### src/hw/rtl/fpa_pkg.sv
// shared types and constants of the fixed pool free list allocator
`default_nettype none
package fpa_pkg;

  localparam int MAX_CHUNKS = 64;
  localparam int IDX_W      = $clog2(MAX_CHUNKS);
  localparam int CNT_W      = 7;
  localparam int SIZE_W     = 13;
  localparam int OFS_W      = 18;
  localparam int CFG_IDX_W  = 1;
  localparam int CFG_W      = 13;

  localparam logic [SIZE_W-1:0] MIN_CHUNK_BYTES = SIZE_W'(8);
  localparam logic [SIZE_W-1:0] MAX_CHUNK_BYTES = SIZE_W'(4096);

  localparam logic [CFG_IDX_W-1:0] REG_CHUNK_COUNT = CFG_IDX_W'(0);
  localparam logic [CFG_IDX_W-1:0] REG_CHUNK_SIZE  = CFG_IDX_W'(1);

  typedef enum logic {
    OP_ALLOC = 1'b0,
    OP_FREE  = 1'b1
  } op_e;

  typedef enum logic [1:0] {
    ST_OK    = 2'd0,
    ST_OOM   = 2'd1,
    ST_NULL  = 2'd2,
    ST_RANGE = 2'd3
  } status_e;

  typedef enum logic {
    S_IDLE = 1'b0,
    S_EXEC = 1'b1
  } state_e;

  // controller to datapath commands
  typedef struct packed {
    logic accept;
    logic commit;
  } cmd_t;

endpackage
`default_nettype wire

### src/hw/rtl/fpa_ctrl.sv
// controller state machine of the pool allocator
`default_nettype none
module fpa_ctrl (
  input  wire logic        clk_i,
  input  wire logic        rst_ni,
  input  wire logic        in_valid_i,
  output logic             in_stall_o,
  output logic             out_valid_o,
  input  wire logic        out_stall_i,
  output fpa_pkg::cmd_t    cmd_o
);
  import fpa_pkg::*;

  state_e state_q, state_d;
  logic   out_valid_q, out_valid_d;

  always_ff @(posedge clk_i or negedge rst_ni) begin
    if (!rst_ni) begin
      state_q     <= S_IDLE;
      out_valid_q <= 1'b0;
    end else begin
      state_q     <= state_d;
      out_valid_q <= out_valid_d;
    end
  end

  always_comb begin
    state_d    = state_q;
    in_stall_o = 1'b1;
    cmd_o      = '0;
    unique case (state_q)
      S_IDLE: begin
        in_stall_o   = 1'b0;
        cmd_o.accept = in_valid_i;
        if (in_valid_i) begin
          state_d = S_EXEC;
        end
      end
      S_EXEC: begin
        // finish once the output register is free or drains this cycle
        if (!out_valid_q || !out_stall_i) begin
          cmd_o.commit = 1'b1;
          state_d      = S_IDLE;
        end
      end
      default: begin
        state_d = S_IDLE;
      end
    endcase
    out_valid_d = cmd_o.commit | (out_valid_q & out_stall_i);
  end

  assign out_valid_o = out_valid_q;

endmodule
`default_nettype wire

### src/hw/rtl/fpa_dp.sv
// datapath of the pool allocator: config, head, link memory, result register
`default_nettype none
module fpa_dp (
  input  wire logic                             clk_i,
  input  wire logic                             rst_ni,
  input  fpa_pkg::cmd_t                         cmd_i,
  input  wire logic                             opcode_i,
  input  wire logic [fpa_pkg::IDX_W-1:0]        free_index_i,
  input  wire logic                             free_null_i,
  input  wire logic                             cfg_we_i,
  input  wire logic [fpa_pkg::CFG_IDX_W-1:0]    cfg_index_i,
  input  wire logic [fpa_pkg::CFG_W-1:0]        cfg_wdata_i,
  output logic [1:0]                            status_o,
  output logic [fpa_pkg::IDX_W-1:0]             chunk_index_o,
  output logic [fpa_pkg::OFS_W-1:0]             byte_offset_o
);
  import fpa_pkg::*;

  logic [CNT_W-1:0]  count_q;
  logic [SIZE_W-1:0] size_q;
  logic [IDX_W-1:0]  head_q, head_d;
  logic              head_vld_q, head_vld_d;
  logic [MAX_CHUNKS-1:0] written_q;

  // link memory entry: {valid, next index}
  logic [IDX_W:0]    link_mem [MAX_CHUNKS];
  logic [IDX_W:0]    rd_link_q;
  logic              rd_written_q;

  op_e               op_q;
  logic [IDX_W-1:0]  idx_q;
  logic              null_q;

  logic [CNT_W-1:0]  eff_cnt;
  logic [SIZE_W-1:0] eff_size;
  logic [CNT_W-1:0]  head_plus1;
  logic [IDX_W:0]    next_link;
  logic [IDX_W+SIZE_W-1:0] product;
  logic              do_push;

  status_e           status_d;
  logic [IDX_W-1:0]  index_d;
  logic [OFS_W-1:0]  offset_d;
  status_e           status_q;
  logic [IDX_W-1:0]  index_q;
  logic [OFS_W-1:0]  offset_q;

  always_comb begin
    eff_cnt = count_q;
    if (count_q == '0) begin
      eff_cnt = CNT_W'(1);
    end else if (count_q > CNT_W'(MAX_CHUNKS)) begin
      eff_cnt = CNT_W'(MAX_CHUNKS);
    end
    eff_size = size_q;
    if (size_q < MIN_CHUNK_BYTES) begin
      eff_size = MIN_CHUNK_BYTES;
    end else if (size_q > MAX_CHUNK_BYTES) begin
      eff_size = MAX_CHUNK_BYTES;
    end
  end

  // entries never written since the last rebuild read as the chained order
  assign head_plus1 = CNT_W'(head_q) + CNT_W'(1);
  assign next_link  = rd_written_q ? rd_link_q
                    : (head_plus1 < eff_cnt) ? {1'b1, head_plus1[IDX_W-1:0]}
                    : '0;
  assign product    = (IDX_W+SIZE_W)'(head_q) * (IDX_W+SIZE_W)'(eff_size);

  always_comb begin
    status_d   = ST_OK;
    index_d    = '0;
    offset_d   = '0;
    head_d     = head_q;
    head_vld_d = head_vld_q;
    do_push    = 1'b0;
    if (op_q == OP_ALLOC) begin
      if (!head_vld_q) begin
        status_d = ST_OOM;
      end else begin
        index_d    = head_q;
        offset_d   = product[OFS_W-1:0];
        head_d     = next_link[IDX_W-1:0];
        head_vld_d = next_link[IDX_W];
      end
    end else if (null_q) begin
      status_d = ST_NULL;
    end else if (CNT_W'(idx_q) >= eff_cnt) begin
      status_d = ST_RANGE;
    end else begin
      do_push    = 1'b1;
      head_d     = idx_q;
      head_vld_d = 1'b1;
    end
  end

  always_ff @(posedge clk_i or negedge rst_ni) begin
    if (!rst_ni) begin
      count_q    <= CNT_W'(64);
      size_q     <= SIZE_W'(32);
      head_q     <= '0;
      head_vld_q <= 1'b1;
      written_q  <= '0;
    end else if (cfg_we_i) begin
      unique case (cfg_index_i)
        REG_CHUNK_COUNT: count_q <= cfg_wdata_i[CNT_W-1:0];
        REG_CHUNK_SIZE:  size_q  <= cfg_wdata_i[SIZE_W-1:0];
        default: ;
      endcase
      head_q     <= '0;
      head_vld_q <= 1'b1;
      written_q  <= '0;
    end else if (cmd_i.commit) begin
      head_q     <= head_d;
      head_vld_q <= head_vld_d;
      if (do_push) begin
        written_q[idx_q] <= 1'b1;
      end
    end
  end

  // link memory: read at the head on accept, write on a push
  always_ff @(posedge clk_i) begin
    if (cmd_i.commit && do_push) begin
      link_mem[idx_q] <= {head_vld_q, head_q};
    end
    if (cmd_i.accept) begin
      rd_link_q    <= link_mem[head_q];
      rd_written_q <= written_q[head_q];
      op_q         <= op_e'(opcode_i);
      idx_q        <= free_index_i;
      null_q       <= free_null_i;
    end
    if (cmd_i.commit) begin
      status_q <= status_d;
      index_q  <= index_d;
      offset_q <= offset_d;
    end
  end

  assign status_o      = status_q;
  assign chunk_index_o = index_q;
  assign byte_offset_o = offset_q;

endmodule
`default_nettype wire

### src/hw/rtl/fixed_pool_free_list_allocator.sv
// top level of the fixed pool free list allocator
// flow: a request beat is taken in the idle state, and its result beat is registered when the exec state ends,
//   which is held back only while an earlier result beat is still stalled
// a new request waits until the last one leaves exec, which uses the registered head link read
// reset: chunk count 64, chunk size 32, all chunks free and chained in index order
// a config write rebuilds the list at once through per-chunk written flags, no clearing pass
`default_nettype none
module fixed_pool_free_list_allocator (
  input  wire logic                             clk_i,
  input  wire logic                             rst_ni,
  input  wire logic                             in_valid_i,
  output logic                                  in_stall_o,
  input  wire logic                             opcode_i,
  input  wire logic [fpa_pkg::IDX_W-1:0]        free_index_i,
  input  wire logic                             free_null_i,
  output logic                                  out_valid_o,
  input  wire logic                             out_stall_i,
  output logic [1:0]                            status_o,
  output logic [fpa_pkg::IDX_W-1:0]             chunk_index_o,
  output logic [fpa_pkg::OFS_W-1:0]             byte_offset_o,
  input  wire logic                             cfg_we_i,
  input  wire logic [fpa_pkg::CFG_IDX_W-1:0]    cfg_index_i,
  input  wire logic [fpa_pkg::CFG_W-1:0]        cfg_wdata_i
);
  import fpa_pkg::*;

  cmd_t cmd;

  fpa_ctrl u_ctrl (
    .clk_i       (clk_i),
    .rst_ni      (rst_ni),
    .in_valid_i  (in_valid_i),
    .in_stall_o  (in_stall_o),
    .out_valid_o (out_valid_o),
    .out_stall_i (out_stall_i),
    .cmd_o       (cmd)
  );

  fpa_dp u_dp (
    .clk_i         (clk_i),
    .rst_ni        (rst_ni),
    .cmd_i         (cmd),
    .opcode_i      (opcode_i),
    .free_index_i  (free_index_i),
    .free_null_i   (free_null_i),
    .cfg_we_i      (cfg_we_i),
    .cfg_index_i   (cfg_index_i),
    .cfg_wdata_i   (cfg_wdata_i),
    .status_o      (status_o),
    .chunk_index_o (chunk_index_o),
    .byte_offset_o (byte_offset_o)
  );

endmodule
`default_nettype wire
### config.mk
export PLATFORM = sky130hd
export DESIGN_NAME = fixed_pool_free_list_allocator
export DESIGN_NICKNAME = d
export VERILOG_FILES = /design/src/hw/rtl/fpa_pkg.sv /design/src/hw/rtl/fpa_ctrl.sv /design/src/hw/rtl/fpa_dp.sv /design/src/hw/rtl/fixed_pool_free_list_allocator.sv
export SDC_FILE = /design/constraint.sdc
export NUM_CORES = 1
export LEC_CHECK = 0
export BUFFER_PORTS_ARGS = -buffer_cell sky130_fd_sc_hd__buf_4
export CORE_UTILIZATION = 50
export CTS_CLUSTER_DIAMETER = 150
export CTS_CLUSTER_SIZE = 30
export DETAILED_ROUTE_END_ITERATION = 8
export PLACE_DENSITY = 0.63
export SYNTH_ARGS = -nofsm -noshare
export SYNTH_HDL_FRONTEND = slang
export SYNTH_SLANG_ARGS = --single-unit
### constraint.sdc
create_clock -name clk_i -period 15.8 [get_ports clk_i]
set_input_delay 1.58 -clock clk_i [delete_from_list [all_inputs] [get_ports clk_i]]
set_output_delay 1.58 -clock clk_i [all_outputs]
set_load 0.02 [all_outputs]
==> results.yml, run 1 <==
placement:
  gp_congestion: 0.848
  dpl.hpwl_um: 35500
  io_buffers: 54
  place_area_um2: 26900
  pre_cts_slack_ns: 10.50
sta:
  finalHoldViolCount: 0
  finClkSkew_ns: 0.0369
  slew_headroom_pct: 20.0
  maxSlewViolCount: 0
  finalSetupViolations: 0
  fin_crit_sh_pct: 33.8
  tns_ns: 0
  worst_pin_slew_ns: 1.19
  hold_slack_ns: 0.502
  period_needed_ns: 5.34
  worst_slack_ns: 10.46
  max_freq_ghz: 0.187
  rsz0062_at_grt: "false"
yosys:
  yosys_warnings: 0
  synth-edff-count: 490
  synth_commonest_cells: "490 x edfxtp_1, 163 x nor2_1, 128 x mux4_2"
  synth_top_area_share_pct: 56.8
  async_flop_share_pct: 16.0
  syn_area_um2: 25900
  synth-main-ff-cell: "edfxtp_1"
  ys_seq_elements: 583
  yosys.area.top_type: "edfxtp_1"
  synth_most_common_cell: "edfxtp_1"
  seq_area_frac_synth_pct: 65.8
  synth_cell_types: 71
  netlist_instances: 1599
  synth_nets: 1709
  avgSynthCellArea_um2: 16.2
  synth_area_leaders: "edfxtp_1 57%, mux4_2 11%, dfrtp_1 8.7%"
detailed_routing:
  drc: 0
  wl_per_cell_um: 24.4
  vias: 13900
  vias_per_cell: 6.03
  firstDrtPassIters: 6
  ant_nets: 0
  drt_wl_total_um: 56300
  drtIter0Drc: 1114
cts:
  cts_made_buffers: 23
  cts_tree: "built"
  cts_root_buf: "clkbuf_16"
  clockBufferDepth: 3
  clock_sinks: 583
  clk_pin_slew_worst_paths_ns: 0.11
  cts-resized-gates: 0
  hold_buffers: 0
  post-cts-setup-buffers: 0
  clkLatencyLatePin_ns: 0.60
  htree_levels: 1
power_and_ir_drop:
  power.density_cell_area_nw_per_um2: 130
  ir_drop_uv: 69.2
  p_leak_nw: 9.54
global_route:
  grt_max_degree: 180
  grt_pass1_vias: 14200
  antenna_found_initial: 0
  gr-total-overflow: 0
  grt_pass1_wl_um: 86900
  track_usage_pct: 21.8
finish:
  nFillCells: 4086
  multiInputGateArea_um2: 8210
  drive_gt1_share_pct: 17.1
  fin_area_um2: 27600
  areaGrowthSynthToFinish_pct: 6.58
  n_antenna_cell: 0
  finalNetCount: 1715
  seqCellArea_um2: 17100
setup_path:
  endpoint_kind: "flip-flop"
  worstSetupStartpointType: "flip-flop"
  cp_max_fo: 16
  arrival_ns: 5.64
  reg2reg_from: "u_dp.size_q[5]$_DFFE_PN1P_"
  worstPathRequired_ns: 16.11
  crit_start: "u_dp.size_q[5]$_DFFE_PN1P_"
  critical_path_class: "reg -> reg"
run_status:
  outcome: "finished, final reports clean"
floorplan:
  start_util_pct: 50.6
  die_w_um: 230
  die_area_um2: 52700
  die_height_um: 230
  row_count: 83
  pin_count: 55
  core_um2: 51200
run:
  max_cap_violations: 0
worst_hold_path:
  hold_class: "reg -> reg"
  hp-start: "u_dp.written_q[11]$_DFFE_PN0P_"
[state kept, by name, indices dropped and copies added (netlist names), 2 cells and up]
signal              cells
u_dp.count_q            7
u_dp.written_q         64
u_dp.status_o           2
u_dp.chunk_index_o      6
u_dp.link_mem         448
u_dp.byte_offset_o     18
u_dp.head_q             6
u_dp.idx_q              6
u_dp.rd_link_q          7
u_dp.size_q            13
[power breakdown]
| group | internal, W | total (W) | switching (W) |
|---|---|---|---|
| sequential | 0.00181 | 0.00191 | 0.0000923 |
| clock | 0.000284 | 0.000737 | 0.000453 |
| combinational | 0.000367 | 0.000932 | 0.000564 |
| total | 0.00247 | 0.00358 | 0.00111 |
[layout by cell type, fill, tap and decap left out, types with 6 or more instances in the layout]
cell type,instances
a211oi_1,9
a22oi_1,42
and3_1,17
nor2_1,161
nand2_1,57
dfrtp_1,84
mux2_2,19
a22o_1,17
or3_1,6
fa_1,44
nor2b_1,13
clkbuf_1,16
a2111oi_4,8
ha_1,39
mux4_2,128
o221ai_1,8
a221oi_1,17
clkbuf_16,23
a21o_1,6
nand3_1,13
inv_1,71
and2_1,60
a21oi_1,84
nor3_1,15
buf_4,69
edfxtp_1,490
xnor2_1,6
o21ai_0,16
[kinds of logic after synthesis]
group | after synthesis | share of synthesized area, %
flip-flops | 583 | 65.8
AND/OR/NAND/NOR | 370 | 6.79
AO/OA/AOI/OAI | 243 | 7.17
buffers and inverters | 161 | 2.50
multiplexers | 149 | 12.0
adder cells (fa/ha/maj) | 83 | 5.29
XOR/XNOR | 10 | 0.391
[stage by stage]
stage	util (%)	std cells	total power (W)
after floorplan	-	1599	0.00257
after global placement	52.6	2260	0.00287
after detailed placement	52.6	2260	0.00288
after CTS	53.9	2302	0.00361
after global routing	53.9	2302	0.00373
final	53.9	2302	0.00358
[worst max-delay path, cell delays in order (launching register included)]
cell       delay, ns
dfstp_2         0.61
nor3_1          0.07
a31oi_1         0.79
and2_1          0.26
nand2_1         0.08
fa_1            0.53
fa_1            0.51
fa_1            0.54
inv_1           0.04
ha_1            0.36
o21ai_0         0.27
o21bai_1        0.12
a2111oi_0       0.60
o31a_1          0.23
nor3_1          0.04
[layer usage]
metal	up-vias	global-route usage, %	part of all wire (%)
met5	-	0	0
met4	0	6.08	2.6
met3	75	2.07	5.2
met2	454	34.8	48
met1	7201	32.1	44
li1	6152	-	-
[path summary, 6_finish.rpt]
| kind | endpoint | cells past startpoint | slack [ns] |
|---|---|---|---|
| worst max register to register | u_dp.byte_offset_o[10]$_SDFFCE_PP0P_ | 14 | 10.46 |
| worst min register to register | u_dp.written_q[11]$_DFFE_PN0P_ | 2 | 0.50 |
| worst max-delay path | u_dp.byte_offset_o[10]$_SDFFCE_PP0P_ | 14 | 10.46 |
| worst min-delay path | u_dp.written_q[11]$_DFFE_PN0P_ | 2 | 0.50 |
| min in group asynchronous | u_dp.written_q[60]$_DFFE_PN0P_ | 1 | 0.90 |
| max in group asynchronous | u_dp.head_q[1]$_DFFE_PN0P_ | 2 | 13.68 |
[cell type report]
class | count | share of cell area, %
multi-input cells | 855 | 29.8
clock buffers | 39 | 2.30
repair buffers | 70 | 1.95
clock inverters | 3 | 0.109
inverters | 72 | 0.979
flip-flops and latches | 583 | 61.8
well taps | 680 | 3.08
No activity file was read; power rests on OpenSTA's default activity.
==> run 2, diff against run 1 <==
clock period = 5.6 ns   (was 15.8 ns; I/O delays follow)
==> run 2 against run 1 <==
Die area unchanged. Clock skew is 0.0099 ns lower. Global-route usage fell by 0.11 points. Sequential power rose to 2.8 times the previous value. Final area about the same. Cell count is 0.35% lower. Hold slack worse by 0.38 ns. First-iteration DRC count rose by 23%. Non-clock buffer count up 2. Via count barely moved.
==> results.yml, run 2 (synthesized netlist as in run 1, its figures left out) <==
finish:
  areaGrowthSynthToFinish_pct: 6.65
  finalNetCount: 1717
  finalNonFillerCells: 2294
  largest_reg_flops: 448
  top_register: "u_dp.link_mem"
  fin_area_um2: 27600
  final_common_cell: "edfxtp_1"
  final_cell_mix: "490 x edfxtp_1, 161 x nor2_1, 128 x mux4_2"
  drive_gt1_share_pct: 17.3
  n_antenna_cell: 0
setup_path:
  cp_max_fo: 8
  worstSetupStartpointType: "flip-flop"
  endpoint_kind: "flip-flop"
  critical_path_class: "reg -> reg"
  arrival_ns: 5.77
  worstPathRequired_ns: 6.08
sta:
  finalHoldViolCount: 0
  period_needed_ns: 5.28
  maxSlewViolCount: 0
  worst_slack_ns: 0.317
  worst_pin_slew_ns: 1.20
  finalSetupViolations: 0
  finClkSkew_ns: 0.0270
  max_freq_ghz: 0.189
  rsz0062_at_grt: "false"
  tns_ns: 0
  slew_headroom_pct: 19.7
  fin_crit_sh_pct: 94.3
power_and_ir_drop:
  intPower_w: 0.00695
  power_frac_clock_pct: 20.5
  ir_drop_uv: 258
  p_sw_w: 0.00314
  p_seq_share_pct: 52.7
  power.density_cell_area_nw_per_um2: 365
  p_sw_share_pct: 31.1
  p_leak_nw: 9.55
  pwr-share-comb_pct: 26.8
cts:
  cts_tree: "built"
  clock_sinks: 583
  clk_pin_slew_worst_paths_ns: 0.12
  cts_root_buf: "clkbuf_16"
  post-cts-setup-buffers: 0
  clockBufferDepth: 3
  cts_made_buffers: 23
  clkLatencyLatePin_ns: 0.61
  htree_levels: 1
global_route:
  grt_max_degree: 195
  track_usage_pct: 21.7
  gr-total-overflow: 0
  antenna_found_initial: 0
  grt_pass1_vias: 13900
  grt_pass1_wl_um: 86500
detailed_routing:
  drt_wl_total_um: 56100
  vias_per_cell: 6.05
  drtIter0Drc: 1365
  vias: 13900
  wl_per_cell_um: 24.5
  drc: 0
  firstDrtPassIters: 6
  ant_nets: 0
placement:
  gp_congestion: 0.875
  pre_cts_slack_ns: 0.308
  place_area_um2: 27000
  dpl.hpwl_um: 35600
  io_buffers: 54
  dp_cells: 2261
floorplan:
  pin_count: 55
  row_count: 83
  die_w_um: 230
  core_um2: 51200
  start_util_pct: 50.6
  die_area_um2: 52700
  die_height_um: 230
run_status:
  outcome: "finished, final reports clean"
worst_hold_path:
  hold_class: "in -> reg"
run:
  max_cap_violations: 0
[run 2: cell types whose count changed in the layout (fill, tap and decap cells not counted), sizes merged]
cell         change
clkinv           -1
buf              +1
clkbuf           -9
dlygate4sd3      +1
[run 2: final timing paths]
check,start,endpoint,slack [ns],cells after the start
worst max-delay path,u_dp.size_q[8]$_DFFE_PN0P_,u_dp.byte_offset_o[17]$_SDFFCE_PP0P_,0.32,16
worst min-delay path,opcode_i,u_dp.op_q$_DFFE_PP_,0.12,1
worst max register to register,u_dp.size_q[8]$_DFFE_PN0P_,u_dp.byte_offset_o[17]$_SDFFCE_PP0P_,0.32,16
worst min register to register,u_dp.written_q[12]$_DFFE_PN0P_,u_dp.written_q[12]$_DFFE_PN0P_,0.50,2
max in group asynchronous,rst_ni,u_dp.written_q[2]$_DFFE_PN0P_,4.05,3
min in group asynchronous,rst_ni,u_dp.count_q[4]$_DFFE_PN0P_,0.44,2
[run 2: area by class of cell]
| class | instances | area, µm² |
|---|---|---|
| clock buffer | 30 | 602 |
| clock inverter | 2 | 40.0 |
| fill | 4042 | 23600 |
| inverter | 72 | 270 |
| multi-input combinational | 855 | 8230 |
| sequential | 583 | 17100 |
| tap | 680 | 851 |
| timing repair buffer | 72 | 568 |
[run 2: through the flow]
| step | utilization [%] | total power [W] | hold slack (ns) |
|---|---|---|---|
| after global routing | 53.9 | 0.0105 | 0.104 |
| after CTS | 53.9 | 0.0102 | 0.0961 |
| final | 53.9 | 0.0101 | 0.123 |
| after detailed placement | 52.6 | 0.00814 | 0.482 |
| after floorplan | - | 0.00724 | 0.264 |
| after global placement | 52.6 | 0.00810 | 0.471 |
[run 2: layer usage]
metal | vias up | GRT usage (%) | routed length (µm)
met4 | 0 | 4.48 | 1100
met3 | 57 | 2.32 | 3130
met1 | 7197 | 31.7 | 24500
met5 | - | 0 | 0
met2 | 475 | 35.4 | 27400
li1 | 6146 | - | -
[run 2: worst max-delay path, stage by stage, from the launching register on]
cell and delay (ns):
dfrtp_1 0.49, nor4_2 0.39, nand3_1 0.15, o41a_1 0.42, nor2b_1 0.36, and2_1 0.22
fa_1 0.44, fa_1 0.49, inv_1 0.05, fa_1 0.52, inv_1 0.04, ha_1 0.36
o21a_1 0.20, a211oi_1 0.13, o211a_1 0.29, or4_1 0.51, nand3_1 0.09
[run 2: power groups by stage]
stage	sequential [W]	combinational, W	clock (W)
after detailed placement	0.00541	0.00273	0
after CTS	0.00531	0.00274	0.00212
final	0.00532	0.00270	0.00207
after global routing	0.00534	0.00295	0.00223
after global placement	0.00540	0.00270	0
after floorplan	0.00550	0.00174	0
[run 2: what timing repair did]
item	4_1_cts	5_1_grt
setup endpoints to repair	0	5
hold buffers	1	0
hold endpoints to repair	30	0
gates resized for setup	0	3
